**config.mk**
```make
export PLATFORM = sky130hd
export DESIGN_NAME = edd_out_fifo
export DESIGN_NICKNAME = d
export VERILOG_FILES = /design/src/hdl/edd_pkg.sv /design/src/hdl/edd_out_fifo.sv
export SDC_FILE = /design/constraint.sdc
export NUM_CORES = 1
export LEC_CHECK = 0
export ABC_AREA = 1
export BUFFER_PORTS_ARGS = -buffer_cell sky130_fd_sc_hd__buf_2
export CAP_MARGIN = 0
export CELL_PAD_IN_SITES_DETAIL_PLACEMENT = 1
export CELL_PAD_IN_SITES_GLOBAL_PLACEMENT = 1
export CORE_MARGIN = 2
export CORE_UTILIZATION = 40
export CTS_CLUSTER_DIAMETER = 120
export CTS_CLUSTER_SIZE = 12
export DETAILED_ROUTE_END_ITERATION = 8
export GPL_ROUTABILITY_DRIVEN = 0
export GPL_TIMING_DRIVEN = 0
export PLACE_DENSITY_LB_ADDON = 0.1
export SETUP_SLACK_MARGIN = 0.05
export SKIP_CTS_REPAIR_TIMING = 1
export SYNTH_ARGS = -nofsm -noshare
export SYNTH_HDL_FRONTEND = slang
export SYNTH_SLANG_ARGS = --single-unit
```
**constraint.sdc**
```tcl
create_clock -name clk -period 4.2 [get_ports clk]
set_input_delay 0.84 -clock clk [delete_from_list [all_inputs] [get_ports clk]]
set_output_delay 0.84 -clock clk [all_outputs]
set_load 0.03 [all_outputs]
```
**src/hdl/edd_pkg.sv**
```systemverilog
// Shared types, constants and arithmetic helpers of the error diffusion dither.
`timescale 1ns / 1ps

package edd_pkg;

	localparam int MAX_WIDTH_DEF = 1024;

	localparam int CFG_AW  = 4;
	localparam int CFG_DW  = 32;
	localparam int IMG_W_W = 11;
	localparam int PIX_W   = 8;
	localparam int ERR_W   = 9;

	localparam logic [IMG_W_W-1:0] IMAGE_WIDTH_RST    = 11'd640;
	localparam logic [PIX_W-1:0]   GRAY_THRESHOLD_RST = 8'd120;
	localparam logic [PIX_W-1:0]   LOW_LEVEL_RST      = 8'd28;
	localparam logic [PIX_W-1:0]   HIGH_LEVEL_RST     = 8'd255;

	// divide by 3 as (sum * 683) >> 11, exact for sums up to 765
	localparam int GRAY_SUM_W  = 10;
	localparam int GRAY_PROD_W = 20;
	localparam logic [GRAY_PROD_W-1:0] GRAY_RECIP = 20'd683;
	localparam int GRAY_SHIFT  = 11;

	// rows this short need write-back before the next read
	localparam int NARROW_LAST = 2;

	// output queue, power-of-two depth
	localparam int OUT_FIFO_DEPTH = 4;
	localparam int FIFO_PW = $clog2(OUT_FIFO_DEPTH);
	localparam int FIFO_CW = $clog2(OUT_FIFO_DEPTH + 1);

	// share weights, in sixteenths
	localparam logic [2:0] SHARE_ABOVE_LEFT  = 3'd1;
	localparam logic [2:0] SHARE_ABOVE       = 3'd5;
	localparam logic [2:0] SHARE_ABOVE_RIGHT = 3'd3;
	localparam logic [2:0] SHARE_LEFT        = 3'd7;

	typedef enum logic [1:0] {
		REG_IMAGE_WIDTH    = 2'd0,
		REG_GRAY_THRESHOLD = 2'd1,
		REG_LOW_LEVEL      = 2'd2,
		REG_HIGH_LEVEL     = 2'd3
	} edd_reg_t;

	typedef struct packed {
		logic             valid;
		logic             first_row;
		logic             has_left;
		logic             is_end;
		logic [PIX_W-1:0] gray;
	} edd_ctl_t;

	typedef struct packed {
		logic [PIX_W-1:0] level;
		logic             row_end;
	} edd_res_t;

	// floor((k * err) / 16)
	function automatic logic signed [7:0] share_of(input logic [2:0] k,
			input logic signed [ERR_W-1:0] err);
		logic signed [11:0] p;
		p = 12'($signed({1'b0, k})) * 12'(err);
		return p[11:4];
	endfunction

	// add, then clamp: upper bound tested first
	function automatic logic [PIX_W-1:0] add_clamp(input logic [PIX_W-1:0] v,
			input logic signed [7:0] s, input logic [PIX_W-1:0] lo,
			input logic [PIX_W-1:0] hi);
		logic signed [9:0] n;
		n = $signed({2'b00, v}) + $signed({{2{s[7]}}, s});
		if (n > $signed({2'b00, hi})) begin
			return hi;
		end else if (n < $signed({2'b00, lo})) begin
			return lo;
		end else begin
			return n[PIX_W-1:0];
		end
	endfunction

endpackage

```
**src/hdl/edd_out_fifo.sv**
```systemverilog
// Small output queue that decouples the pipeline from the result stall.
`timescale 1ns / 1ps

module edd_out_fifo (
	input  logic                         clk,
	input  logic                         arst_n,
	input  logic                         push,
	input  edd_pkg::edd_res_t            push_data,
	output logic                         valid,
	input  logic                         stall,
	output edd_pkg::edd_res_t            data,
	output logic [edd_pkg::FIFO_CW-1:0]  count
);
	import edd_pkg::*;

	edd_res_t           entry_q [OUT_FIFO_DEPTH];
	logic [FIFO_PW-1:0] wr_ptr_q;
	logic [FIFO_PW-1:0] rd_ptr_q;
	logic [FIFO_CW-1:0] count_q;
	logic               pop;

	assign valid = (count_q != '0);
	assign data  = entry_q[rd_ptr_q];
	assign count = count_q;
	assign pop   = valid && !stall;

	always_ff @(posedge clk or negedge arst_n) begin
		if (!arst_n) begin
			wr_ptr_q <= '0;
			rd_ptr_q <= '0;
			count_q  <= '0;
		end else begin
			if (push) begin
				wr_ptr_q <= wr_ptr_q + 1'b1;
			end
			if (pop) begin
				rd_ptr_q <= rd_ptr_q + 1'b1;
			end
			if (push && !pop) begin
				count_q <= count_q + 1'b1;
			end else if (pop && !push) begin
				count_q <= count_q - 1'b1;
			end
		end
	end

	always_ff @(posedge clk) begin
		if (push) begin
			entry_q[wr_ptr_q] <= push_data;
		end
	end

endmodule

```
; ---- Word-level counts from Yosys, hierarchy flattened
; Memory sizes are Yosys's and may differ from the RTL's.
; Index checks and enable logic that the tools add are counted.
[totals]
ff_bits = 7
mem_count = 1
mem_bits_rw = 36
inputBits = 13
[op_classes]
muxes = 4
reduce_logical = 8
n_addsub = 4
[mem_list]
columns = memory, depth, width, rd, rd_clocked_by_memory_dff, write_ports, line_no
row1 = entry_q, 4, 9, 1, 0, 1, edd_out_fifo.sv:16  ; edd_res_t entry_q [OUT_FIFO_DEPTH];
[op_table]
columns = op, count
row1 = $mux 3, 2
row2 = $add 2x1->2 const B, 2
row3 = $add 3x1->3 const B, 1
row4 = $logic_and 1x1->1, 3
row5 = $logic_not 1->1, 3
row6 = $reduce_bool 3->1, 1
row7 = $sub 3x1->3 const B, 1
row8 = $mux 1, 2
row9 = $reduce_bool 2->1, 1

; ---- Depth between registers and ports, before layout
; Gate-level depths: netlist (run 1).
[logic_depth]
ltp_word = 5
ltp_mapped = 11
depth_no_buf = 11

; ---- Worst setup path after synthesis (run 1)
; OpenSTA, ideal clock, no wires.
[synth_timing]
path_type = register to register
from = reg count_q[0] (netlist: count[0])
to = reg count_q[2] (netlist: count[2])
stages_incl_launch_ff = 11
path_buffers = 0
arrival_ps = 1889
required_ps = 4082
setup_time_ps = 118
synth_period_minus_slack_ps = 2007
slack_ps = 2193
path_cell_list = dfrtp_1 nor2_1 nand2_1 nand2_1 ha_1 inv_1 fa_1 nand2_1 nand3_1 nand2_1 nand2_1
[synth_via]
elab_chain_len = 5
elab_cells_between_ends = 10
[synth_rtl]
columns = element, line_no
row1 = "start, declared", edd_out_fifo.sv:19  ; logic [FIFO_CW-1:0] count_q;
row2 = "start signal, assigned", edd_out_fifo.sv:40  ; count_q <= count_q + 1'b1;
row3 = "start signal, assigned", edd_out_fifo.sv:42  ; count_q <= count_q - 1'b1;
row4 = $reduce_bool 3->1 (*), edd_out_fifo.sv:22  ; assign valid = (count_q != '0);
row5 = via valid, edd_out_fifo.sv:9  ; output logic valid,
row6 = $logic_and 1x1->1 (*), edd_out_fifo.sv:25  ; assign pop = valid && !stall;
row7 = $logic_not 1->1, edd_out_fifo.sv:39  ; if (push && !pop) begin
row8 = $logic_and 1x1->1, edd_out_fifo.sv:39
row9 = $mux 3 or $reduce_bool 2->1 (tied branches), --
; Mark *: on every way through the listed nets, which the timed path passes. The rest lies on a longest branch. The select of a mux whose other input is x is not followed.
; A chain may end at the register's enable or synchronous reset.

==> qor.yml, run 1 <==
status: "completed"
vdd_ir_drop_max_mv: 0.371
finalClockSkew_ns: 0.00451
worstSetupEndpoint: "data[5]"
rsz0062_at_grt: "no"
drt-total-wl_mm: 3.89
synth_cells: 159
track_usage: 0.169
nNetsFinal: 210
arrival_ns: 1.54
netlist.area_leader.share: 0.581
period_share: 0.566
synthesis.area_sq_um: 1860
synthTopCellsByArea: "edfxtp_1, dfrtp_1, nand2_1"
finalSetupViolCount: 0
fin_tns_setup_ns: 0
antenna_cells: 0
slew_headroom: 0.645
wire_per_inst_um: 15.9
crit_required_ns: 3.36
clock-sinks: 43
cts_buffers: 5
dp_cells: 236
yosysWarnings: 0
finalWorstSetupSlack_ns: 1.82
grt_pass1_vias: 1329
yosysUniqueCellTypes: 17
core_sq_um: 4410
hold_viol: 0
dieHeight_um: 72.2
crit_fanout: 10
rrSetupSlack_ns: 2.33
cp-end-kind: "output port"
instances_no_fill: 244
io_buffers: 25
detailed_place.area_sq_um: 2050
fin_area_sq_um: 2130
cts_max_path_buffers: 2
synth_nets: 178
reg2reg_to: "count[2]"
initial_core_util: 0.421
slowest_stage: "clkbuf_1"
antenna_found_initial: 0
cp_cell_sequence: "clkbuf_1 > o211ai_1 > nand2_1 > buf_2"
max_stage_delay_ns: 0.43
path_clk_slew_ns: 0.08
maxCapViolations: 0
drt_iter0_drc: 41
worstMarginPinSlew_ns: 0.533
final_antenna_net_count: 0
critPathLaunchType: "flip-flop"
holdWs_ns: 0.370
fillCellCount: 512
avgViaCountPerCell: 4.94
yosysTopAreaCell: "edfxtp_1"
grt_start_max_net_pins: 13
p_total_mw: 1.56
grt_pass1_wl_mm: 6.46
fin_util: 0.483
grt-ovfl-total: 0
num_rows: 24
power_density_nw_per_um2: 733
post-place-ws_ns: 2.05
r2r_start: "count[0]"
cts_root_buffer: "clkbuf_8"
io_pins: 26
num_vias: 1206
hpwl_mm: 2.73
syn_to_final_growth_pct: 14.5
drive_gt1_frac: 0.182
ys_ff_latch: 43
drc_errors: 0
clkLatencyLatePin_ns: 0.29
ys_seq_area_frac: 0.675
die_w_um: 72.2
p_leak_nw: 0.960
dr.pass1.iters: 4
fmax_ghz: 0.421
critPathKind: "reg2out"
cts_tree: "yes"
r2r_cells: 10
hold_class: "in2async"
setup.worst_path.start: "rd_ptr_q[1]"
final.min_clock_period_ns: 2.38
synth.avg_cell_area_sq_um: 11.7
die-area_sq_um: 5210
h-tree-depth: 2
drv_slew: 0
-- cells in the mapped netlist --
master	number
edfxtp_1	36
ha_1	5
xor2_1	1
nand3_1	3
nor2_1	2
nand2_1	46
clkbuf_1	2
inv_2	1
xnor2_1	1
o21ai_1	1
buf_6	3
fa_1	1
buf_2	1
o211ai_1	18
nand4_1	1
dfrtp_1	7
inv_1	30
-- routing by layer --
metal,up-vias,GRT usage,share of wire
met3,6,0.0528,0.041
met4,0,0.0482,0.012
met1,594,0.192,0.39
met2,21,0.306,0.55
li1,585,-,-
met5,-,0,0
-- how the worst min path moves through the flow --
stage / startpoint / slack [ns] / endpoint
6_report: arst_n / 0.37 / wr_ptr_q[1]
5_1_grt: arst_n / 0.36 / wr_ptr_q[1]
4_1_cts: arst_n / 0.37 / wr_ptr_q[0]
3_5_place_dp: count[2] / 0.49 / count[2]
3_3_place_gp: count[2] / 0.48 / count[2]
2_1_floorplan: rd_ptr_q[0] / 0.46 / rd_ptr_q[0]
-- state kept, by name (all words and copies together) (netlist names) --
name / flops
wr_ptr_q: 2
rd_ptr_q: 2
entry_q: 36
count: 3
-- area by class of cell --
type,count,area [sq um],share of cell area
buffer,6,46.3,0.0217
clock buffer,6,72.6,0.0341
clock inverter,2,7.51,0.00352
inverter,31,116,0.0546
multi-input combinational,79,442,0.207
sequential,43,1260,0.590
tap,52,65.1,0.0305
timing repair buffer,25,125,0.0587
-- where the power goes --
part | switching (mW) | leakage, nW | internal, mW
Clock | 0.131 | 0.0403 | 0.113
Sequential | 0.0480 | 0.415 | 0.571
Combinational | 0.489 | 0.505 | 0.210
-- logic make-up (layout without fill, tap and decap cells) --
family          Yosys count  count (layout)  synth area share
xor+xnor                  2               2           0.00942
fa+ha+maj                 6               6            0.0444
flops                    43              43             0.675
buf+inv                  37              70            0.0874
compound gates           19              19            0.0753
simple gates             52              52             0.108
-- critical path: cells and delay by family, from the launching register on --
kind	cells	cell delay, ns
DFF	1	0.34
buffers and inverters	2	0.62
AOI/OAI and AO/OA	1	0.19
and+or+nand+nor	1	0.10
-- placed cells by master, fill, tap and decap left out --
master	count
inv_2	1
edfxtp_1	36
nand4_1	1
ha_1	5
inv_1	30
fa_1	1
buf_6	3
nand3_1	3
xnor2_1	1
nand2_1	46
buf_2	26
nor2_1	2
o211ai_1	18
xor2_1	1
clkbuf_8	5
dfrtp_1	7
o21ai_1	1
clkinv_1	2
clkbuf_1	3
No activity file was read; power rests on OpenSTA's default activity.
==> run 2: changes to the inputs <==
--- a/config.mk
+++ b/config.mk
@@ -5,7 +5,7 @@
 export SDC_FILE = /design/constraint.sdc
 export NUM_CORES = 1
 export LEC_CHECK = 0
-export ABC_AREA = 1
+export ABC_AREA = 0
 export BUFFER_PORTS_ARGS = -buffer_cell sky130_fd_sc_hd__buf_2
 export CAP_MARGIN = 0
 export CELL_PAD_IN_SITES_DETAIL_PLACEMENT = 1
==> constraint.sdc (replaced) <==
create_clock -name clk -period 2.19 [get_ports clk]
set_input_delay 0.438 -clock clk [delete_from_list [all_inputs] [get_ports clk]]
set_output_delay 0.438 -clock clk [all_outputs]
set_load 0.03 [all_outputs]
==> qor.yml, run 2 <==
largest_reg_flops: 36
synthArstFlopShare: 0.163
h-tree-depth: 2
synth-compound-area-share: 0.00294
initial_core_util: 0.419
synth_common_cells: "edfxtp_1, mux4_2, dfrtp_1, ha_1"
drv_slew: 0
yosysUniqueCellTypes: 19
synthesis.area_sq_um: 1700
drive_gt1_frac: 0.409
hpwl_mm: 2.02
synth_flop_cell: "edfxtp_1"
die_w_um: 69.2
hold_viol: 0
rsz0062_at_grt: "no"
synth_cells: 81
antenna_cells: 0
cp-end-kind: "output port"
final_cell_mix: "edfxtp_1, buf_2, mux4_2"
crit_fanout: 10
fmax_ghz: 0.489
drt-total-wl_mm: 2.98
synth_edf_count: 36
ys_ff_latch: 43
fin_tns_setup_ns: 0
period_share: 0.934
synthMuxAreaShare: 0.128
power_density_nw_per_um2: 1430
cts_max_path_buffers: 2
critPathLaunchType: "flip-flop"
fillCellCount: 382
synth.avg_cell_area_sq_um: 21.0
synthTopCellsByArea: "edfxtp_1, mux4_2, dfrtp_1"
yosysWarnings: 0
critPathKind: "reg2out"
grt_pass1_wl_mm: 4.82
wire_per_inst_um: 18.0
vdd_ir_drop_max_mv: 0.502
core_sq_um: 4060
cts_buffers: 5
largest_register: "entry_q"
status: "completed"
final.min_clock_period_ns: 2.04
p_total_mw: 2.88
final_common_cell: "edfxtp_1"
multi_input_area_sq_um: 428
clkLatencyLatePin_ns: 0.29
yosysTopAreaCell: "edfxtp_1"
synth_top_family_by_area: "multiplexers"
io_buffers: 25
ys_seq_area_frac: 0.738
track_usage: 0.138
finalClockSkew_ns: 0.00385
io_pins: 26
cts_tree: "yes"
arrival_ns: 1.61
maxCapViolations: 0
clock-sinks: 43
slew_headroom: 0.660
holdWs_ns: 0.356
nNetsFinal: 133
drt_iter0_drc: 32
seqCellArea_sq_um: 1260
path_clk_slew_ns: 0.08
finalSetupViolCount: 0
yosys.area_share.simple: 0.0331
synth_nets: 100
hold_class: "in2reg"
avgViaCountPerCell: 5.04
die-area_sq_um: 4790
antenna_found_initial: 0
cts_root_buffer: "clkbuf_8"
fin_util: 0.498
dr.pass1.iters: 4
final_antenna_net_count: 0
grt_start_max_net_pins: 14
netlist.area_leader.share: 0.635
synthAdderAreaFrac: 0.0485
syn_to_final_growth_pct: 18.8
num_vias: 831
yosys.area_share.xor_xnor: 0.0309
drc_errors: 0
grt-ovfl-total: 0
p_leak_nw: 0.756
crit_required_ns: 1.75
yosysMostFrequentCell: "edfxtp_1"
grt_pass1_vias: 937
worstMarginPinSlew_ns: 0.510
num_rows: 23
dieHeight_um: 69.2
run 2: worst paths after layout:
| kind | slack, ns | endpoint | cells after the start | start |
|---|---|---|---|---|
| min in group asynchronous | 0.50 | count[2] | 2 | arst_n |
| min | 0.36 | entry_q[0][6] | 1 | push_data[6] |
| max | 0.15 | data[5] | 3 | rd_ptr_q[0] |
| max reg2reg | 0.22 | count[2] | 8 | count[0] |
| max in group asynchronous | 1.52 | count[0] | 2 | arst_n |
| min reg2reg | 0.54 | wr_ptr_q[0] | 1 | wr_ptr_q[0] |
run 2: where the power goes:
| part | leakage [nW] | switching, mW | internal [mW] |
|---|---|---|---|
| clock | 0.0556 | 0.263 | 0.334 |
| sequential | 0.412 | 0.108 | 1.10 |
| combinational | 0.289 | 0.660 | 0.421 |
run 2: critical path: stages, from the launching register on:
cell,delay (ns)
dfrtp_1,0.39
buf_6,0.20
mux4_2,0.53
buf_2,0.19
run 2: metrics by stage:
stage / setup slack [ns] / instances / cell area (sq um)
after global routing: 0.0496 / 165 / 2020
after detailed placement: 0.0280 / 156 / 1890
after global placement: 0.120 / 156 / 1890
final: 0.145 / 165 / 2020
after CTS: 0.0203 / 164 / 2000
after floorplan: 0.110 / 81 / 1700
run 2: cell families after synthesis:
family,count (synthesis)
DFF,43
muxes,10
and+or+nand+nor,9
xor gates and xnor gates,6
buffers and inverters,6
adders and majority gates,6
AOI/OAI and AO/OA,1
run 2: routing by layer:
metal  GRT usage  up-vias  wire [um]
met5           0        -          0
met4      0.0545        0         61
met3      0.0523        7        138
met2       0.231       27       1510
met1       0.160      417       1260
li1            -      380          -
run 2: area by class of cell:
type / count / area share
sequential: 43 / 0.622
multi-input combinational: 32 / 0.212
timing repair buffer: 26 / 0.0668
clock buffer: 5 / 0.0340
tap: 50 / 0.0309
clock inverter: 3 / 0.0192
buffer: 2 / 0.00804
inverter: 4 / 0.00743
