**config.mk**
```make
export PLATFORM = sky130hd
export DESIGN_NAME = edd_diffuse
export DESIGN_NICKNAME = d
export VERILOG_FILES = /design/src/hdl/edd_pkg.sv /design/src/hdl/edd_diffuse.sv
export SDC_FILE = /design/constraint.sdc
export NUM_CORES = 1
export LEC_CHECK = 0
export BUFFER_PORTS_ARGS = -buffer_cell sky130_fd_sc_hd__buf_2
export CORE_MARGIN = 2
export CORE_UTILIZATION = 60
export CTS_BUF_LIST = sky130_fd_sc_hd__clkbuf_4 sky130_fd_sc_hd__clkbuf_8
export DETAILED_ROUTE_END_ITERATION = 8
export PLACE_DENSITY = 0.92
export SLEW_MARGIN = 25
export SYNTH_ARGS = -nofsm -noshare
export SYNTH_HDL_FRONTEND = slang
export SYNTH_SLANG_ARGS = --single-unit
```
**constraint.sdc**
```tcl
create_clock -name clk -period 11.56 [get_ports clk]
set_clock_uncertainty 0.05 [all_clocks]
set_input_delay 1.156 -clock clk [delete_from_list [all_inputs] [get_ports clk]]
set_output_delay 1.156 -clock clk [all_outputs]
set_load 0.005 [all_outputs]
```
**src/hdl/edd_pkg.sv**
```systemverilog
// Shared types, constants and arithmetic helpers of the error diffusion dither.
`timescale 1ns / 1ps

package edd_pkg;

	localparam int MAX_WIDTH_DEF = 1024;

	localparam int CFG_AW  = 4;
	localparam int CFG_DW  = 32;
	localparam int IMG_W_W = 11;
	localparam int PIX_W   = 8;
	localparam int ERR_W   = 9;

	localparam logic [IMG_W_W-1:0] IMAGE_WIDTH_RST    = 11'd640;
	localparam logic [PIX_W-1:0]   GRAY_THRESHOLD_RST = 8'd120;
	localparam logic [PIX_W-1:0]   LOW_LEVEL_RST      = 8'd28;
	localparam logic [PIX_W-1:0]   HIGH_LEVEL_RST     = 8'd255;

	// divide by 3 as (sum * 683) >> 11, exact for sums up to 765
	localparam int GRAY_SUM_W  = 10;
	localparam int GRAY_PROD_W = 20;
	localparam logic [GRAY_PROD_W-1:0] GRAY_RECIP = 20'd683;
	localparam int GRAY_SHIFT  = 11;

	// rows this short need write-back before the next read
	localparam int NARROW_LAST = 2;

	// output queue, power-of-two depth
	localparam int OUT_FIFO_DEPTH = 4;
	localparam int FIFO_PW = $clog2(OUT_FIFO_DEPTH);
	localparam int FIFO_CW = $clog2(OUT_FIFO_DEPTH + 1);

	// share weights, in sixteenths
	localparam logic [2:0] SHARE_ABOVE_LEFT  = 3'd1;
	localparam logic [2:0] SHARE_ABOVE       = 3'd5;
	localparam logic [2:0] SHARE_ABOVE_RIGHT = 3'd3;
	localparam logic [2:0] SHARE_LEFT        = 3'd7;

	typedef enum logic [1:0] {
		REG_IMAGE_WIDTH    = 2'd0,
		REG_GRAY_THRESHOLD = 2'd1,
		REG_LOW_LEVEL      = 2'd2,
		REG_HIGH_LEVEL     = 2'd3
	} edd_reg_t;

	typedef struct packed {
		logic             valid;
		logic             first_row;
		logic             has_left;
		logic             is_end;
		logic [PIX_W-1:0] gray;
	} edd_ctl_t;

	typedef struct packed {
		logic [PIX_W-1:0] level;
		logic             row_end;
	} edd_res_t;

	// floor((k * err) / 16)
	function automatic logic signed [7:0] share_of(input logic [2:0] k,
			input logic signed [ERR_W-1:0] err);
		logic signed [11:0] p;
		p = 12'($signed({1'b0, k})) * 12'(err);
		return p[11:4];
	endfunction

	// add, then clamp: upper bound tested first
	function automatic logic [PIX_W-1:0] add_clamp(input logic [PIX_W-1:0] v,
			input logic signed [7:0] s, input logic [PIX_W-1:0] lo,
			input logic [PIX_W-1:0] hi);
		logic signed [9:0] n;
		n = $signed({2'b00, v}) + $signed({{2{s[7]}}, s});
		if (n > $signed({2'b00, hi})) begin
			return hi;
		end else if (n < $signed({2'b00, lo})) begin
			return lo;
		end else begin
			return n[PIX_W-1:0];
		end
	endfunction

endpackage

```
**src/hdl/edd_diffuse.sv**
```systemverilog
// Two-stage error diffusion datapath: shares from above, then left share and threshold.
`timescale 1ns / 1ps

module edd_diffuse #(
	parameter int ADDR_W = $clog2(edd_pkg::MAX_WIDTH_DEF)
) (
	input  logic                             clk,
	input  logic                             arst_n,
	input  edd_pkg::edd_ctl_t                ctl,
	input  logic [ADDR_W-1:0]                col,
	input  logic signed [edd_pkg::ERR_W-1:0] above_err,
	input  logic signed [edd_pkg::ERR_W-1:0] above_right_err,
	input  logic [edd_pkg::PIX_W-1:0]        gray_threshold,
	input  logic [edd_pkg::PIX_W-1:0]        low_level,
	input  logic [edd_pkg::PIX_W-1:0]        high_level,
	output logic                             wr_en,
	output logic [ADDR_W-1:0]                wr_addr,
	output logic signed [edd_pkg::ERR_W-1:0] wr_err,
	output logic                             res_valid,
	output edd_pkg::edd_res_t                res,
	output logic [1:0]                       busy_cnt
);
	import edd_pkg::*;

	// stage 1: line store data arrives
	edd_ctl_t                ctl_s1;
	logic [ADDR_W-1:0]       col_s1;
	logic signed [ERR_W-1:0] above_left_q;
	logic signed [ERR_W-1:0] above;
	logic [PIX_W-1:0]        v1;

	// stage 2: left share, threshold, write-back
	logic                    valid_s2;
	logic                    has_left_s2;
	logic                    is_end_s2;
	logic [ADDR_W-1:0]       col_s2;
	logic [PIX_W-1:0]        v_s2;
	logic signed [ERR_W-1:0] left_err_q;
	logic [PIX_W-1:0]        v2;
	logic [PIX_W-1:0]        lvl;
	logic signed [ERR_W-1:0] err;

	always_ff @(posedge clk or negedge arst_n) begin
		if (!arst_n) begin
			ctl_s1   <= '0;
			valid_s2 <= 1'b0;
		end else begin
			ctl_s1   <= ctl;
			valid_s2 <= ctl_s1.valid;
		end
	end

	always_comb begin
		above = ctl_s1.first_row ? '0 : above_err;
		v1    = ctl_s1.gray;
		if (!ctl_s1.first_row) begin
			if (ctl_s1.has_left) begin
				v1 = add_clamp(v1, share_of(SHARE_ABOVE_LEFT, above_left_q),
					low_level, high_level);
			end
			v1 = add_clamp(v1, share_of(SHARE_ABOVE, above_err), low_level, high_level);
			if (!ctl_s1.is_end) begin
				v1 = add_clamp(v1, share_of(SHARE_ABOVE_RIGHT, above_right_err),
					low_level, high_level);
			end
		end
	end

	always_ff @(posedge clk) begin
		col_s1 <= col;
		if (ctl_s1.valid) begin
			above_left_q <= above;
			v_s2         <= v1;
			has_left_s2  <= ctl_s1.has_left;
			is_end_s2    <= ctl_s1.is_end;
			col_s2       <= col_s1;
		end
		if (valid_s2) begin
			left_err_q <= err;
		end
	end

	always_comb begin
		v2  = has_left_s2 ? add_clamp(v_s2, share_of(SHARE_LEFT, left_err_q),
			low_level, high_level) : v_s2;
		lvl = (v2 < gray_threshold) ? low_level : high_level;
		err = $signed({1'b0, v2}) - $signed({1'b0, lvl});
	end

	assign wr_en       = valid_s2;
	assign wr_addr     = col_s2;
	assign wr_err      = err;
	assign res_valid   = valid_s2;
	assign res.level   = lvl;
	assign res.row_end = is_end_s2;
	assign busy_cnt    = {1'b0, ctl_s1.valid} + {1'b0, valid_s2};

endmodule

```
After elaboration in Yosys (flattened, before gate mapping) --
Index checks and enable logic that the tools add are counted.
Storage, ports and cells: RAM bits 0, latch bits 0, logic and storage cells 46, flip-flop bits (word level) 61, memories kept 0, output and inout bits 32, memory bits (read-only) 0
Operators by class: multiplexer cells 15, order comparisons 9, divide/modulo/power cells 0, $add $sub $neg 6, bitwise operators 0, multiply operators 3, reductions and logical operators 0, equality and inequality tests 0, shift operators 0
Operator list (number):
- $mux 8 | 15
- $gt 10x9->1 | 4
- $lt 10x9->1 | 4
- $add 9x8->10 | 3
- $mul 4x9->12 const A | 2
- $mul 3x9->12 const A | 1
- $add 9x5->10 | 1
- $sub 8x8->9 | 1
- $lt 8x8->1 | 1
- $add 1x1->2 | 1

Depth between registers and ports, before layout --
Gate-level depths: netlist of run 1.
depth after elaboration 17, gate-level depth with buffers 48, mapped depth without buffers 45

Least setup slack after synthesis of run 1 --
Ideal clock, no wire load.
path kind flip-flop to output port, start reg left_err_q[2], end out wr_err[8] (netlist bit), setup slack 1.519 ns, stages on the path, launching flop included 46, data required time 10.354 ns, data arrival time 8.835 ns, path buffers 1, path through edfxtp_1 -> ha_1 -> inv_1 -> fa_1 -> inv_1 -> ha_1 -> or3_1 -> o221a_4 -> and2_1 -> o21ai_0 -> a21boi_0 -> o21a_1 -> nor2_1 -> ha_1 -> and3_1 -> a21oi_1 -> nand2_1 -> nor2_1 -> [... 10 more ...] -> ha_1 -> a21o_1 -> a21oi_1 -> o21ai_0 -> a21oi_1 -> clkbuf_1 -> nand3_1 -> a211o_1 -> o211ai_1 -> ha_1 -> fa_1 -> nor2b_1 -> o21ai_0 -> nand2b_1 -> a21o_1 -> a21o_1 -> a21o_1 -> a21oi_1
RTL lines:
- start, declared | RTL line edd_diffuse.sv:38 | logic signed [ERR_W-1:0] left_err_q;
- start signal, assigned | RTL line edd_diffuse.sv:79 | left_err_q <= err;
- end, declared | RTL line edd_diffuse.sv:18 | output logic signed [edd_pkg::ERR_W-1:0] wr_err,

Worst setup path after layout of run 1 --
start reg left_err_q[2], end out wr_err[7] (netlist bit)
On the way: word-level cells in the longest chain between the ends 9, elaborated cells on any way between the ends 10, those cells by class add/sub (2); mul (1); order compare (3); mux (4)
Ends and longest elaborated chain:
- $mul 4x9->12 * | RTL line edd_pkg.sv:63 | p = 12'($signed({1'b0, k})) * 12'(err);
- $add 9x8->10 * | RTL line edd_pkg.sv:72 | n = $signed({2'b00, v}) + $signed({{2{s[7]}}, s});
- $lt 10x9->1 | RTL line edd_pkg.sv:75 | end else if (n < $signed({2'b00, lo})) begin
- $mux 8 | RTL line edd_pkg.sv:75
- $mux 8 * | RTL line edd_pkg.sv:73 | if (n > $signed({2'b00, hi})) begin
- $mux 8 * | RTL line edd_diffuse.sv:84 | v2 = has_left_s2 ? add_clamp(v_s2, share_of(SHARE_LEFT, left_err_q),
- $lt 8x8->1 | RTL line edd_diffuse.sv:86 | lvl = (v2 < gray_threshold) ? low_level : high_level;
- $mux 8 | RTL line edd_diffuse.sv:86
- $sub 8x8->9 * | RTL line edd_diffuse.sv:87 | err = $signed({1'b0, v2}) - $signed({1'b0, lvl});
Every way passes the cells marked *; elsewhere a longest branch is shown, timed or not.

==> impl_metrics.csv, run 1 <==
group,metric,value,unit
run_status,outcome,"finished, final reports clean",
floorplanning,die-height,120,um
route,ant_nets,0,
synth,synth.lib_cells_used.distinct,81,
route,drt_wl_total,24100,um
clock_tree,numCtsBuffers,9,
synth,yosysSeqAreaShare,19.1,%
setup_path,worst_path_most_repeated_cell,"sky130_fd_sc_hd__ha_1",
placement,dp.final_hpwl,18600,um
synth,synth.top_cells.by_count,"sky130_fd_sc_hd__ha_1 (154), sky130_fd_sc_hd__inv_1 (92), sky130_fd_sc_hd__o21ai_0 (63)",
route,detailroute.via_count,8177,
route,dr.pass1.iters,6,
route,detail_route.iter0.violations,808,
floorplanning,design.core.area,13200,um^2
floorplanning,initial_core_utilization,61.4,%
setup_path,critPathMaxFanout,18,
setup_path,critical-path-max-stage-delay,0.49,ns
clock_tree,cts_root_buf,"sky130_fd_sc_hd__clkbuf_8",
setup_path,critical_path.endpoint_type,"primary output",
grt,gr-usage-all-layers,32.4,%
clock_tree,hold_buffers,0,
setup_path,critical_path.n_buffers_inverters,5,
finish,areaGrowthSynthToFinish,12.1,%
timing,final-hold-violation-count,0,
route,route.detailed.wl_per_inst,19.5,um
grt,grt_pass1_wl,37000,um
setup_path,required,10.35,ns
floorplanning,io_pins,98,
grt,vias_in_the_first_global_route,7698,
timing,timing.fmax,0.0882,GHz
synth,syn_area,8100,um^2
finish,nNetsFinal,1285,
synth,ys_async_sr_fraction,22.8,%
floorplanning,fp.dieArea,14400,um^2
grt,grt_max_degree,27,
setup_path,timing.critical_path.arrival,10.13,ns
finish,layout.core_utilization,68.8,%
min_path,hp-class,"reg -> reg",
route,post_drt_via_cell_ratio,6.63,
synth,synthTopCellsByArea,"sky130_fd_sc_hd__ha_1 (24%), sky130_fd_sc_hd__edfxtp_1 (13%), sky130_fd_sc_hd__inv_1 (4.3%)",
finish,final_layout_size_suffix_gt1_share,15.4,%
setup_path,startpoint_type,"flip-flop",
floorplanning,die-width,120,um
placement,routabilityCongestion,1.05,
route,post-route-drc-count,0,
timing,final-max-slew-violation-count,0,
timing,worst-slew-pin-transition,0.913,ns
timing,fin_crit,11.34,ns
clock_tree,insertion_delay,0.37,ns
clock_tree,tritoncts,"yes",
clock_tree,clk_transition_reported_paths,0.08,ns
timing,share_of_the_cycle_needed_by_the_critical_path_after_routing,98.1,%
grt,grt_overflow,0,
clock_tree,clkSinkCount,57,
timing,max_slew_margin,37.6,%
timing,setup-violations-final,0,
clock_tree,cts_buffer_depth,2,
synth,synth_top_cell_area_share,23.8,%
synth,syn-mean-instance-area,8.58,um^2
finish,antenna_cells_inserted,0,
synth,ys_dominant_reg_cell,"sky130_fd_sc_hd__edfxtp_1",
synth,synth_area_leader_cell,"sky130_fd_sc_hd__ha_1",
setup_path,slowest_stage,"sky130_fd_sc_hd__fa_1",
synth,synthCells,944,
setup_path,critPathKind,"reg -> out",
placement,port_buffers,97,
grt,grt_antenna_before_repair,0,
synth,synth_most_common_cell,"sky130_fd_sc_hd__ha_1",
synth,synth.yosys.warnings,0,
synth,synth-edff-count,34,
floorplanning,floorplan.rows,42,
synth,synth.net_count,1176,
synth,yosys_register_bits,57,
clock_tree,total_number_of_h_tree_levels,3,
setup_path,critical-path-top-delay-family,"compound AO/OA/AOI/OAI gates",
run,max_cap_violations,0,
[logic make-up (layout without fill, tap and decap cells)]
| family | after synthesis | count (layout) | synth area share, % |
|---|---|---|---|
| AO/OA/AOI/OAI | 314 | 315 | 27.7 |
| XOR/XNOR | 40 | 40 | 4.33 |
| adder cells (fa/ha/maj) | 166 | 166 | 26.8 |
| buffers and inverters | 108 | 221 | 5.22 |
| flip-flops | 57 | 57 | 19.1 |
| multiplexers | 16 | 16 | 2.06 |
| AND/OR/NAND/NOR | 243 | 243 | 14.8 |
[layer usage]
layer	up-vias	share of wire [%]	GRT usage, %	wire length [um]
met1	3731	38	39.2	9080
met4	0	6.1	17.4	1460
met3	139	10	6.75	2450
li1	3792	-	-	-
met5	-	0	0	0
met2	515	46	54.0	11100
[sequential cells by signal, indices dropped and copies added, names as in the netlist]
register and count:
res_valid 1, has_left_s2 1, above_left_q 5, ctl_s1 12
left_err_q 9, wr_addr 10, is_end_s2 1, col_s1 10
v_s2 8
[metrics by stage]
stage / TNS [ns] / worst slack, ns / hold slack [ns] / std cells / area [um^2]
after floorplan: 0 / 1.52 / 0.336 / 944 / 8100
after global placement: 0 / 0.860 / 0.337 / 1205 / 8750
after detailed placement: 0 / 0.606 / 0.339 / 1205 / 8750
after CTS: 0 / 0.121 / 0.354 / 1221 / 8950
after global routing: -0.813 / -0.364 / 0.354 / 1234 / 9080
final: 0 / 0.219 / 0.349 / 1234 / 9080
[final cells by class]
cell class                 instances  area, um^2
inverter                          92         345
clock buffer                       9         124
fill                            1006        4110
tap                              176         220
sequential                        57        1550
multi-input combinational        780        6160
clock inverter                     7        76.3
timing repair buffer             113         609
[final timing paths]
check / startpoint / cells after the start / slack [ns] / endpoint
min in group asynchronous: arst_n / 1 / 0.61 / ctl_s1[9]
hold reg to reg: col_s1[7] / 0 / 0.35 / wr_addr[7]
setup reg to reg: ctl_s1[0] / 45 / 0.66 / v_s2[5]
hold / removal: col_s1[7] / 0 / 0.35 / wr_addr[7]
setup / recovery: left_err_q[2] / 46 / 0.22 / wr_err[7]
max in group asynchronous: arst_n / 1 / 10.61 / ctl_s1[8]
[what timing repair did]
item	CTS	global route
gates resized for setup	0	5
setup endpoints to repair	0	8
setup buffers	0	12
[layout by cell type, fill, tap and decap left out, types with 13 or more instances in the layout]
master,instances
sky130_fd_sc_hd__nor2b_1,19
sky130_fd_sc_hd__xnor2_1,30
sky130_fd_sc_hd__buf_4,15
sky130_fd_sc_hd__a211oi_1,13
sky130_fd_sc_hd__o21a_1,18
sky130_fd_sc_hd__nand2_1,51
sky130_fd_sc_hd__dfrtp_1,13
sky130_fd_sc_hd__buf_2,97
sky130_fd_sc_hd__nor3_1,22
sky130_fd_sc_hd__nand3_1,41
sky130_fd_sc_hd__inv_1,92
sky130_fd_sc_hd__a21oi_1,50
sky130_fd_sc_hd__o211ai_1,24
sky130_fd_sc_hd__edfxtp_1,34
sky130_fd_sc_hd__o21ai_0,63
sky130_fd_sc_hd__a21o_1,26
sky130_fd_sc_hd__ha_1,154
sky130_fd_sc_hd__nor2_1,53
Power of run 1 is left out: the tool's default activity adds up to more than one toggle a clock period on the data nets, which glitch-free logic cannot reach.
==> inputs of run 2 (changes only) <==
- ABC_AREA: default -> 1
==> run 2 against run 1 <==
Against the previous run: core utilization shrank 0.78 points; synthesized area is 3.7% lower; via count decreased by 8.8%; sequential share of layout area increased by 0.92 points; maximum frequency is 8.8% higher; critical path type unchanged.
==> impl_metrics.csv, run 2 <==
group,metric,value,unit
run_status,outcome,"finished, final reports clean",
setup_path,startpoint_type,"flip-flop",
grt,grt_overflow,0,
route,detail_route.iter0.violations,704,
run,max_cap_violations,0,
placement,routabilityCongestion,0.963,
synth,syn-mean-instance-area,7.56,um^2
finish,register_containing_the_most_flip_flops_in_the_final_layout,"ctl_s1",
finish,n_fill_cell,1041,
floorplanning,floorplan.rows,41,
floorplanning,die-height,118,um
finish,seq_area,1550,um^2
synth,syn_area,7800,um^2
setup_path,worst_path_most_repeated_cell,"sky130_fd_sc_hd__nand2_1",
setup_path,slowest_stage,"sky130_fd_sc_hd__a211oi_2",
synth,synth_top_cell_area_share,24.7,%
floorplanning,initial_core_utilization,61.5,%
finish,antenna_cells_inserted,0,
clock_tree,tritoncts,"yes",
grt,grt_pass1_wl,34000,um
timing,rsz0062_at_grt,"no",
min_path,hold_depth,0,
clock_tree,total_number_of_h_tree_levels,3,
synth,synth.top_cells.by_count,"sky130_fd_sc_hd__nand2_1 (211), sky130_fd_sc_hd__inv_1 (171), sky130_fd_sc_hd__ha_1 (154)",
route,ant_nets,0,
grt,grt_max_degree,28,
synth,yosys_register_bits,57,
route,wl_met2,9760,um
placement,port_buffers,97,
synth,synthTopCellsByArea,"sky130_fd_sc_hd__ha_1 (25%), sky130_fd_sc_hd__edfxtp_1 (13%), sky130_fd_sc_hd__nand2_1 (10%)",
clock_tree,cts_buffer_depth,2,
timing,setup-violations-final,0,
grt,grt_antenna_before_repair,0,
clock_tree,insertion_delay,0.34,ns
grt,vias_in_the_first_global_route,7329,
clock_tree,cts_root_buf,"sky130_fd_sc_hd__clkbuf_8",
setup_path,critical_path.endpoint_type,"primary output",
timing,final-max-slew-violation-count,0,
timing,setup_total_negative_slack,0,ns
synth,synth_area_leader_cell,"sky130_fd_sc_hd__ha_1",
synth,ys_dominant_reg_cell,"sky130_fd_sc_hd__edfxtp_1",
finish,nNetsFinal,1355,
placement,dp.final_hpwl,16700,um
finish,mostFrequentLayoutCells,"sky130_fd_sc_hd__nand2_1 (211), sky130_fd_sc_hd__inv_1 (171), sky130_fd_sc_hd__ha_1 (154), sky130_fd_sc_hd__buf_2 (97), sky130_fd_sc_hd__a21oi_1 (66)",
timing,max_slew_margin,33.5,%
route,detailroute.via_count,7457,
finish,final_layout_size_suffix_gt1_share,15.4,%
synth,ys_async_sr_fraction,22.8,%
clock_tree,clk_transition_reported_paths,0.07,ns
route,highest-signal-layer,"met4",
synth,synth.net_count,1263,
floorplanning,design.core.area,12700,um^2
route,drt_wl_total,20900,um
clock_tree,hold_buffers,0,
timing,share_of_the_cycle_needed_by_the_critical_path_after_routing,90.2,%
route,post_drt_via_cell_ratio,5.74,
timing,fin_crit,10.42,ns
floorplanning,fp.dieArea,13900,um^2
grt,gr-usage-all-layers,30.1,%
timing,timing.fmax,0.0960,GHz
clock_tree,cts_setup_buffers,0,
setup_path,critical-path-max-stage-delay,0.78,ns
floorplanning,die-width,118,um
timing,final-hold-violation-count,0,
timing,worst-slew-pin-transition,0.995,ns
finish,flip_flop_count_of_the_largest_register_after_layout,12,
setup_path,timing.critical_path.arrival,9.22,ns
route,post-route-drc-count,0,
setup_path,critPathMaxFanout,16,
finish,areaGrowthSynthToFinish,10.6,%
route,route.detailed.wl_per_inst,16.1,um
synth,synthCells,1031,
min_path,hp-class,"reg -> reg",
synth,synth_most_common_cell,"sky130_fd_sc_hd__nand2_1",
clock_tree,cts-resized-gates,0,
setup_path,rr_worst_depth,53,
route,dr.pass1.iters,6,
route,wirelength_met1,8190,um
floorplanning,io_pins,98,
setup_path,critPathKind,"reg -> out",
synth,synth.yosys.warnings,0,
finish,multiInputGateArea,5510,um^2
route,wl_met3,1660,um
finish,layout.cells.most_common,"sky130_fd_sc_hd__nand2_1",
clock_tree,clkSinkCount,57,
clock_tree,numCtsBuffers,9,
synth,synth.lib_cells_used.distinct,50,
synth,yosysSeqAreaShare,19.8,%
synth,synth-edff-count,34,
setup_path,required,10.35,ns
## run 2: cell types whose count changed after synthesis, moves of 14 or more
| cell | delta |
|---|---|
| sky130_fd_sc_hd__nand3_1 | +22 |
| sky130_fd_sc_hd__nand2_1 | +160 |
| sky130_fd_sc_hd__nor3_1 | -20 |
| sky130_fd_sc_hd__o21a_1 | -17 |
| sky130_fd_sc_hd__a21oi_1 | +14 |
| sky130_fd_sc_hd__nand2_2 | +21 |
| sky130_fd_sc_hd__xor2_1 | +22 |
| sky130_fd_sc_hd__nor2b_1 | -19 |
| sky130_fd_sc_hd__o21ai_0 | -28 |
| sky130_fd_sc_hd__inv_1 | +79 |
| sky130_fd_sc_hd__a21o_1 | -22 |
| sky130_fd_sc_hd__xnor2_1 | -14 |
## run 2: per-stage QoR
stage | area, um^2 | std cells | hold WS, ns | worst slack (ns) | utilization, %
after CTS | 8610 | 1300 | 0.357 | 1.28 | 68.0
after detailed placement | 8410 | 1284 | 0.341 | 1.71 | 66.3
after global routing | 8620 | 1300 | 0.359 | 0.413 | 68.0
final | 8620 | 1300 | 0.354 | 1.14 | 68.0
after global placement | 8410 | 1284 | 0.336 | 2.07 | 66.3
after floorplan | 7800 | 1031 | 0.336 | 2.94 | -
## run 2: final cells by class
cell class	count	area share, %
Tap cell	172	2.50
Clock buffer	10	1.60
Clock inverter	6	0.784
Multi-Input combinational cell	782	63.9
Timing Repair Buffer	97	5.63
Inverter	176	7.66
Sequential cell	57	18.0
## run 2: worst paths after layout
check | start | slack [ns] | end
min reg2reg | col_s1[9] | 0.35 | wr_addr[9]
min | col_s1[9] | 0.35 | wr_addr[9]
max | left_err_q[2] | 1.14 | wr_err[6]
max in group asynchronous | arst_n | 10.55 | ctl_s1[11]
min in group asynchronous | arst_n | 0.64 | ctl_s1[5]
max reg2reg | ctl_s1[2] | 2.22 | v_s2[0]
## run 2: cells by family after synthesis
kind of cell / share of synthesized area, %
and+or+nand+nor: 23.5
xor gates and xnor gates: 5.81
DFF: 19.8
AOI/OAI and AO/OA: 13.4
adders and majority gates: 27.8
buffers and inverters: 9.72
## run 2: layer usage
metal | up-vias | track usage (%)
li1 | 3639 | -
met3 | 102 | 4.55
met4 | 0 | 17.7
met2 | 356 | 51.1
met1 | 3360 | 36.1
met5 | - | 0
## run 2: critical path, delay by kind of cell (launching register included)
family	cells	cell delay (ns)
flops	1	0.43
fa+ha+maj	8	2.62
compound gates	12	2.72
xor+xnor	3	0.74
buf+inv	6	0.53
simple gates	17	1.83
Power of run 2 is left out for the same reason.
==> inputs of run 3 (changes only) <==
- CORE_UTILIZATION: 60 -> 55
- PLACE_DENSITY: 0.92 -> 0.86
- SETUP_SLACK_MARGIN: default -> 0.4
==> run 3 against run 2 <==
Against the previous run: die area is 8.8% higher; worst setup slack improved by 0.26 ns; register-to-register slack got worse by 0.33 ns; worst hold slack improved by 0.0044 ns; flip-flop and latch count is the same; core utilization decreased by 6.0 points; maximum frequency up 2.5%; non-clock buffer count did not move; via count fell by 1.4%; global-route usage down 2.8 points; routed wire length shrank 2.2%; critical path type unchanged.
==> impl_metrics.csv, run 3 (same netlist as run 2, synthesis figures left out) <==
group,metric,value,unit
clock_tree,numCtsBuffers,9,
min_path,hp-class,"reg -> reg",
placement,dp.final_hpwl,16400,um
route,post_drt_via_cell_ratio,5.62,
finish,n_fill_cell,1236,
setup_path,critPathKind,"reg -> out",
grt,gr-usage-all-layers,27.3,%
grt,vias_in_the_first_global_route,6800,
floorplanning,initial_core_utilization,56.2,%
setup_path,worst_path_most_repeated_cell,"sky130_fd_sc_hd__nand2_1",
route,ant_nets,0,
timing,worst-slew-pin-transition,1.02,ns
clock_tree,clkSinkCount,57,
setup_path,slowest_stage,"sky130_fd_sc_hd__a211oi_4",
clock_tree,clk_transition_reported_paths,0.08,ns
floorplanning,floorplan.rows,43,
route,detail_route.iter0.violations,716,
timing,share_of_the_cycle_needed_by_the_critical_path_after_routing,87.9,%
run,max_cap_violations,0,
clock_tree,hold_buffers,0,
finish,layout.cells.most_common,"sky130_fd_sc_hd__nand2_1",
grt,grt_antenna_before_repair,0,
setup_path,critical_path.n_buffers_inverters,7,
grt,grt_max_degree,28,
clock_tree,cts_root_buf,"sky130_fd_sc_hd__clkbuf_8",
timing,setup_total_negative_slack,0,ns
route,drt_wl_total,20400,um
clock_tree,total_number_of_h_tree_levels,3,
setup_path,timing.critical_path.arrival,8.96,ns
placement,routabilityCongestion,0.950,
clock_tree,cts_buffer_depth,2,
finish,final_layout_size_suffix_gt1_share,15.4,%
floorplanning,fp.dieArea,15100,um^2
grt,grt_overflow,0,
floorplanning,design.core.area,13900,um^2
finish,register_containing_the_most_flip_flops_in_the_final_layout,"ctl_s1",
route,route.detailed.wl_per_inst,15.6,um
setup_path,critical-path-max-stage-delay,0.60,ns
setup_path,critical-path-top-delay-family,"compound AO/OA/AOI/OAI gates",
timing,fin_crit,10.16,ns
finish,multiInputGateArea,5510,um^2
floorplanning,io_pins,98,
route,detailroute.via_count,7355,
clock_tree,tritoncts,"yes",
clock_tree,cts-resized-gates,0,
timing,final-max-slew-violation-count,0,
finish,seq_area,1550,um^2
finish,flip_flop_count_of_the_largest_register_after_layout,12,
setup_path,startpoint_type,"flip-flop",
finish,mostFrequentLayoutCells,"sky130_fd_sc_hd__nand2_1 (211), sky130_fd_sc_hd__inv_1 (171), sky130_fd_sc_hd__ha_1 (154), sky130_fd_sc_hd__buf_2 (97), sky130_fd_sc_hd__a21oi_1 (66)",
timing,rsz0062_at_grt,"no",
run_status,outcome,"finished, final reports clean",
timing,final-hold-violation-count,0,
finish,areaGrowthSynthToFinish,10.4,%
route,dr.pass1.iters,8,
finish,antenna_cells_inserted,0,
floorplanning,die-width,123,um
placement,port_buffers,97,
route,post-route-drc-count,0,
setup_path,required,10.35,ns
timing,finalHoldWorstSlack,0.358,ns
setup_path,critPathMaxFanout,16,
timing,timing.fmax,0.0984,GHz
timing,max_slew_margin,31.5,%
floorplanning,die-height,123,um
finish,nNetsFinal,1355,
timing,setup-violations-final,0,
grt,grt_pass1_wl,32200,um
setup_path,critical_path.endpoint_type,"primary output",
clock_tree,cts_setup_buffers,0,
clock_tree,insertion_delay,0.35,ns
[run 3: path summary, 6_finish.rpt]
| check | startpoint | slack, ns | endpoint | depth (start not counted) |
|---|---|---|---|---|
| hold reg to reg | col_s1[3] | 0.36 | wr_addr[3] | 0 |
| setup reg to reg | ctl_s1[2] | 1.89 | v_s2[4] | 52 |
| hold / removal | col_s1[3] | 0.36 | wr_addr[3] | 0 |
| min in group asynchronous | arst_n | 0.63 | ctl_s1[2] | 1 |
| max in group asynchronous | arst_n | 10.58 | ctl_s1[11] | 1 |
| setup / recovery | left_err_q[2] | 1.40 | wr_err[7] | 50 |
[run 3: routing by layer]
metal	track usage, %	vias up	routed length [um]
li1	-	3628	-
met4	12.5	0	935
met3	5.17	81	1840
met1	33.9	3333	8230
met5	0	-	0
met2	46.0	313	9420
[run 3: final cells by class]
| type | count | area share (%) |
|---|---|---|
| clock buffers | 9 | 1.44 |
| clock inverters | 7 | 0.712 |
| inverters | 176 | 7.67 |
| multi-input cells | 782 | 63.9 |
| flip-flops and latches | 57 | 18.0 |
| well taps | 180 | 2.62 |
| repair buffers | 97 | 5.64 |
[run 3: worst reg2reg max path: cells and delay by family (launching register included)]
family	cells	cell delay, ns
compound gates	19	3.57
fa+ha+maj	7	2.23
simple gates	19	2.14
xor+xnor	3	0.66
flops	1	0.43
buf+inv	4	0.35
[run 3: stage by stage]
step                      instance area [um^2]  utilization [%]  instances  setup slack [ns]
after floorplan                           7800                -       1031              2.94
final                                     8610             62.0       1308              1.40
after detailed placement                  8420             60.6       1292              1.66
after global routing                      8610             62.0       1308             0.672
after global placement                    8420             60.6       1292              1.95
after CTS                                 8600             62.0       1308              1.22
Power of run 3 is left out for the same reason.
